`src/rtl/core/slstat_pkg.sv`:
```
`timescale 1ns / 1ps

package slstat_pkg;

  typedef enum logic [1:0] {
    OP_START = 2'd0,
    OP_STOP  = 2'd1,
    OP_ADD   = 2'd2,
    OP_READ  = 2'd3
  } opcode_e;

  typedef enum logic [1:0] {
    ST_OK       = 2'd0,
    ST_RANGE    = 2'd1,
    ST_NEGATIVE = 2'd2,
    ST_EMPTY    = 2'd3
  } status_e;

  // Configuration register index (word address bit 2)
  localparam logic       REG_ACTIVE_SLOTS = 1'b0;
  localparam logic [4:0] ACTIVE_RESET     = 5'd16;

  localparam logic [29:0] NS_PER_SEC = 30'd1000000000;
  localparam logic [47:0] DUR_MAX    = 48'hFFFF_FFFF_FFFF;

  // Classified request, as queued between front and back
  typedef struct packed {
    opcode_e            op;
    logic [3:0]         slot;
    logic [31:0]        sec;
    logic [29:0]        nsec;
    logic signed [47:0] dur;
    status_e            status;
  } request_t;

  typedef struct packed {
    status_e     status;
    logic [47:0] interval_ns;
    logic [47:0] min_ns;
    logic [47:0] max_ns;
    logic [47:0] mean_ns;
    logic [31:0] sample_count;
  } result_t;

endpackage

```
`src/rtl/core/slstat_front.sv`:
```
`timescale 1ns / 1ps

module slstat_front import slstat_pkg::*; #(
  parameter int SLOT_COUNT = 16
) (
  input  logic               clk_i,
  input  logic               rst_ni,
  input  logic               push_i,
  output logic               full_o,
  input  logic [1:0]         opcode_i,
  input  logic [3:0]         slot_index_i,
  input  logic [31:0]        now_sec_i,
  input  logic [29:0]        now_nsec_i,
  input  logic signed [47:0] duration_ns_i,
  input  logic [4:0]         active_slots_i,
  input  logic               pop_i,
  output logic               empty_o,
  output request_t           head_o
);

  request_t   fifo_q [2];
  request_t   req_d;
  logic       wr_ptr_q, rd_ptr_q;
  logic [1:0] cnt_q;
  logic       in_range;
  logic       push_ok, pop_ok;

  // Classify: range check against both the register and the table depth
  assign in_range = ({1'b0, slot_index_i} < active_slots_i) &&
                    (32'(slot_index_i) < 32'(SLOT_COUNT));

  always_comb begin
    req_d.op     = opcode_e'(opcode_i);
    req_d.slot   = slot_index_i;
    req_d.sec    = now_sec_i;
    req_d.nsec   = now_nsec_i;
    req_d.dur    = duration_ns_i;
    req_d.status = ST_OK;
    if (!in_range) begin
      req_d.status = ST_RANGE;
    end else if (opcode_e'(opcode_i) == OP_ADD && duration_ns_i[47]) begin
      req_d.status = ST_NEGATIVE;
    end
  end

  assign full_o  = cnt_q == 2'd2;
  assign empty_o = cnt_q == 2'd0;
  assign push_ok = push_i && !full_o;
  assign pop_ok  = pop_i && !empty_o;
  assign head_o  = fifo_q[rd_ptr_q];

  always_ff @(posedge clk_i) begin
    if (push_ok) begin
      fifo_q[wr_ptr_q] <= req_d;
    end
  end

  always_ff @(posedge clk_i or negedge rst_ni) begin
    if (!rst_ni) begin
      wr_ptr_q <= 1'b0;
      rd_ptr_q <= 1'b0;
      cnt_q    <= 2'd0;
    end else begin
      if (push_ok) begin
        wr_ptr_q <= !wr_ptr_q;
      end
      if (pop_ok) begin
        rd_ptr_q <= !rd_ptr_q;
      end
      if (push_ok && !pop_ok) begin
        cnt_q <= cnt_q + 2'd1;
      end else if (pop_ok && !push_ok) begin
        cnt_q <= cnt_q - 2'd1;
      end
    end
  end

endmodule

```
`config.mk`:
```
export PLATFORM = sky130hd
export DESIGN_NAME = slstat_front
export DESIGN_NICKNAME = d
export VERILOG_FILES = /design/src/rtl/core/slstat_pkg.sv /design/src/rtl/core/slstat_front.sv
export SDC_FILE = /design/constraint.sdc
export NUM_CORES = 1
export LEC_CHECK = 0
export BUFFER_PORTS_ARGS = -buffer_cell sky130_fd_sc_hd__clkbuf_2
export CORE_MARGIN = 3
export CORE_UTILIZATION = 30
export CTS_CLUSTER_DIAMETER = 120
export DETAILED_ROUTE_END_ITERATION = 8
export PLACE_DENSITY_LB_ADDON = 0.05
export SYNTH_ARGS = -nofsm -noshare
export SYNTH_HDL_FRONTEND = slang
export SYNTH_SLANG_ARGS = --single-unit
```
`constraint.sdc`:
```
create_clock -name clk_i -period 14.6 [get_ports clk_i]
set_input_delay 1.46 -clock clk_i [delete_from_list [all_inputs] [get_ports clk_i]]
set_output_delay 1.46 -clock clk_i [all_outputs]
set_load 0.01 [all_outputs]
```
# After elaboration in Yosys (flattened, before gate mapping)
# Memories as Yosys holds them, arrays and structs flattened.
# Cells that the tools add are included.
op_classes:
  n_lt_le_gt_ge: 1
  reduce_logical: 13
  eq_ne: 2
  mux: 6
  add_sub_neg: 2
ops:
  columns: ["op", "n"]
  rows:
  - ["two-way mux 2 bit", 4]
  - ["zero test 1 bit", 6]
  - ["logical AND 1 bit", 5]
  - ["< comparator 4 x 5 -> 1 bit", 1]
  - ["equality test 2 bit (second input constant)", 2]
  - ["adder 2 x 1 -> 2 bit (second input constant)", 1]
  - ["zero test 2 bit", 1]
  - ["two-way mux 1 bit", 2]
  - ["nonzero test 2 bit", 1]
  - ["subtractor 2 x 1 -> 2 bit (second input constant)", 1]
totals:
  out_inout_bits: 120
  ramBits: 236
  mem_count: 1
  reg_bits: 4
  in_bits: 125
mem_list:
  columns: ["name", "words", "width", "rd", "rd_clocked_by_memory_dff", "write_ports", "line_no", "text"]
  rows:
  - ["fifo_q", 2, 118, 1, 0, 1, "slstat_front.sv:21", "request_t fifo_q [2];"]

# Longest topological paths before layout
logic_depth:
  word_depth: 7
  mapped_depth: 7
  mapped_depth_nobuf: 7

# Least setup slack after synthesis
# OpenSTA, ideal clock, no wires.
synth_path:
  kind: "input port to flip-flop"
  startpoint: "input push_i"
  endpoint: "memory fifo_q[0][0] in the netlist's numbering (enable)"
  stages: 2
  setup_time_ns: 0.596
  t_arrival_ns: 6.455
  n_path_buf: 0
  slack_ns: 7.549
  t_required_ns: 14.004
  path_cell_list: "nand2_1 > nor2_1"
synth_via:
  elab_chain_len: 3
synth_lines:
  columns: ["item", "line_no", "text"]
  rows:
  - ["start, declared", "slstat_front.sv:8", "input logic push_i,"]
  - ["logical AND 1 bit", "slstat_front.sv:48", "assign push_ok = push_i && !full_o;"]
  - ["two-way mux 1 bit", "slstat_front.sv:53", "if (push_ok) begin"]
  - ["two-way mux 1 bit (not written as such)", "slstat_front.sv:54", "fifo_q[wr_ptr_q] <= req_d;"]
  - ["end, declared", "slstat_front.sv:21", null]
# Every way passes these cells.

==> flow_summary.toml <==
[global_route]
grt_antenna_before_repair = 1
grt-busiest-layer = "met2"
grt_usage_pct = 11.4
grt_util_met1_pct = 14.0
grt-ovfl-total = 0
met2_usage_pct = 19.0
grt_max_degree = 71
grt_use_met3_pct = 4.17
grt_pass1_wl_mm = 27.6
grt_pass1_vias = 4813

[timing]
period_share_pct = 30.3
rsz0062_at_grt = "no"
maxSlewViolCount = 0
skew_ps = 10.6
period_needed_ps = 4420
setup_violations = 0
max_freq_ghz = 0.226
setup_ws_ps = 10180
max_slew_margin_pct = 33.5
worst_pin_slew_ps = 997
finalHoldViolations = 0
whs_ps = 523
setup_tns_ps = 0

[clocking]
tritoncts = "built"
numCtsBuffers = 28
cts.sinks = 240
postCtsSetupRepairBufs = 0
clock_path_buffers = 3
path_clk_slew_ps = 50
postCtsResizedCells = 0
ctsHoldBuffers = 0
clockRootBuffer = "clkbuf_16"
clock_latency_ps = 520
htree_levels = 1

[setup_path]
cp.required_ps = 13140
slowest_delay_ps = 890
startpoint = "rd_ptr_q$_DFFE_PN0P_"
crit_path_start_kind = "flip-flop"
setup.worst_path.class = "flip-flop to primary output"
crit_chain = "buf_4, mux2_2, clkbuf_2"
arrival_ps = 2960
end_kind = "primary output"
slowest_stage = "dfrtp_4"
cp_max_fo = 68
timing.rr.start = "cnt_q[0]$_DFFE_PN0P_"

[placement]
place.gp.congestion = 0.714
portBuffers = 244
placed_cell_area_um2 = 10500
dpl_worst_slack_ps = 10480
detailed_place_hpwl_mm = 12.3
dp_cells = 1019

[floorplan]
die-area_um2 = 31600
row_count = 62
die_h_um = 178
core_area_um2 = 28900
io_pins = 245
fp.dieW_um = 178
start_util_pct = 30.6

[final_layout]
final_cell_count_no_fill = 1065
final_layout_size_suffix_gt1_share_pct = 59.2
num_antenna_cells = 0
seqCellArea_um2 = 7190
fin_area_um2 = 11300
utilization_pct = 39.0
area_growth_syn_to_layout_pct = 27.4
nNetsFinal = 794
n_fill_cell = 2718
multi_input_area_um2 = 1520
final_cell_mix = "clkbuf_2 (244), edfxtp_1 (236), mux2_2 (118)"
final_common_cell = "clkbuf_2"

[logic_synthesis]
syn_avg_cell_area_um2 = 22.1
netlist_area_um2 = 8860
ys_ff_latch = 240
syn-num-nets = 529
yosysWarnings = 0
yosys.cell_types.count = 18
synth_cells = 400
ys_seq_area_share_pct = 81.1

[power_and_ir_drop]
power_frac_comb_pct = 27.6
switching_share_pct = 29.0
p_sw_mw = 0.652
vdd_drop_max_uv = 98.7
pwr-share-seq_pct = 44.7
p_leak_nw = 4.26
p_int_mw = 1.60
p_total_mw = 2.25
p_clk_share_pct = 27.7
power.density_nw_per_um2 = 199

[drt]
drtIter0Drc = 198
wirelength_mm = 18.7
ant_nets = 0
viasPerCell = 4.23
drcViolationCount = 0
wl_per_cell_um = 17.6
drtPass1Iterations = 4
num_vias = 4502

[status]
status = "finished clean"

[min_path]
hp-class = "flip-flop to flip-flop"
min_from = "cnt_q[1]$_DFFE_PN0P_"

[run]
cap_violations = 0
-- flip-flops by register name, summed over array words and instances (netlist names) --
register	cells
wr_ptr_q	1
rd_ptr_q	1
cnt_q	2
fifo_q	236
-- per-layer routing --
layer  up-vias  share of wire [%]
met5         -               0.10
met4         2                2.3
met3        38                8.4
met2       153                 49
met1      2201                 40
li1       2108                  -
-- power by group through the flow --
| stage | logic, mW | clock network [mW] | registers [mW] |
|---|---|---|---|
| 4_1_cts | 0.646 | 0.650 | 1.01 |
| 3_3_place_gp | 0.642 | 0 | 1.02 |
| 3_5_place_dp | 0.642 | 0 | 1.02 |
| 6_report | 0.620 | 0.623 | 1.00 |
| 2_1_floorplan | 0.433 | 0 | 1.00 |
| 5_1_grt | 0.682 | 0.677 | 1.02 |
-- final timing paths --
check	end	slack, ps	cells past startpoint
setup / recovery	head_o[55]	10180	3
hold reg to reg	cnt_q[1]$_DFFE_PN0P_	520	1
max in group asynchronous	rd_ptr_q$_DFFE_PN0P_	13720	1
setup reg to reg	fifo_q[0][22]$_DFFE_PP_	11500	5
min in group asynchronous	wr_ptr_q$_DFFE_PN0P_	730	1
hold / removal	cnt_q[1]$_DFFE_PN0P_	520	1
-- kinds of logic after synthesis --
group / share of synthesized area [%]
AOI/OAI and AO/OA: 0.353
xor gates and xnor gates: 0.494
adders and majority gates: 0.565
buffers and inverters: 1.82
DFF: 81.1
muxes: 15.0
and+or+nand+nor: 0.636
-- synth_stat cells --
cell type / count / area [um2]
a21o_1: 1 / 7.51
a31oi_1: 1 / 6.26
and3_1: 1 / 6.26
and4b_1: 1 / 10.0
buf_4: 1 / 7.51
buf_6: 12 / 135
dfrtp_1: 4 / 100
edfxtp_1: 236 / 7090
ha_1: 4 / 50.1
inv_1: 5 / 18.8
mux2_2: 118 / 1330
nand2_1: 1 / 3.75
nand2b_1: 4 / 25.0
nor2_1: 3 / 11.3
o21a_1: 1 / 7.51
o21ai_0: 2 / 10.0
xnor2_1: 3 / 26.3
xor2_1: 2 / 17.5
-- worst max-delay path: cells and delay by family, from the launching register on --
kind / cells / cell delay, ps
muxes: 1 / 440
DFF: 1 / 890
buffers and inverters: 2 / 980
-- cell type report --
cell class / count / area share [%]
Tap cell: 384 / 4.26
Sequential cell: 240 / 63.7
Clock buffer: 34 / 6.60
Clock inverter: 12 / 0.676
Multi-Input combinational cell: 142 / 13.5
Inverter: 5 / 0.166
Timing Repair Buffer: 248 / 11.1
Note: power is estimated with default switching activity, not from simulation.
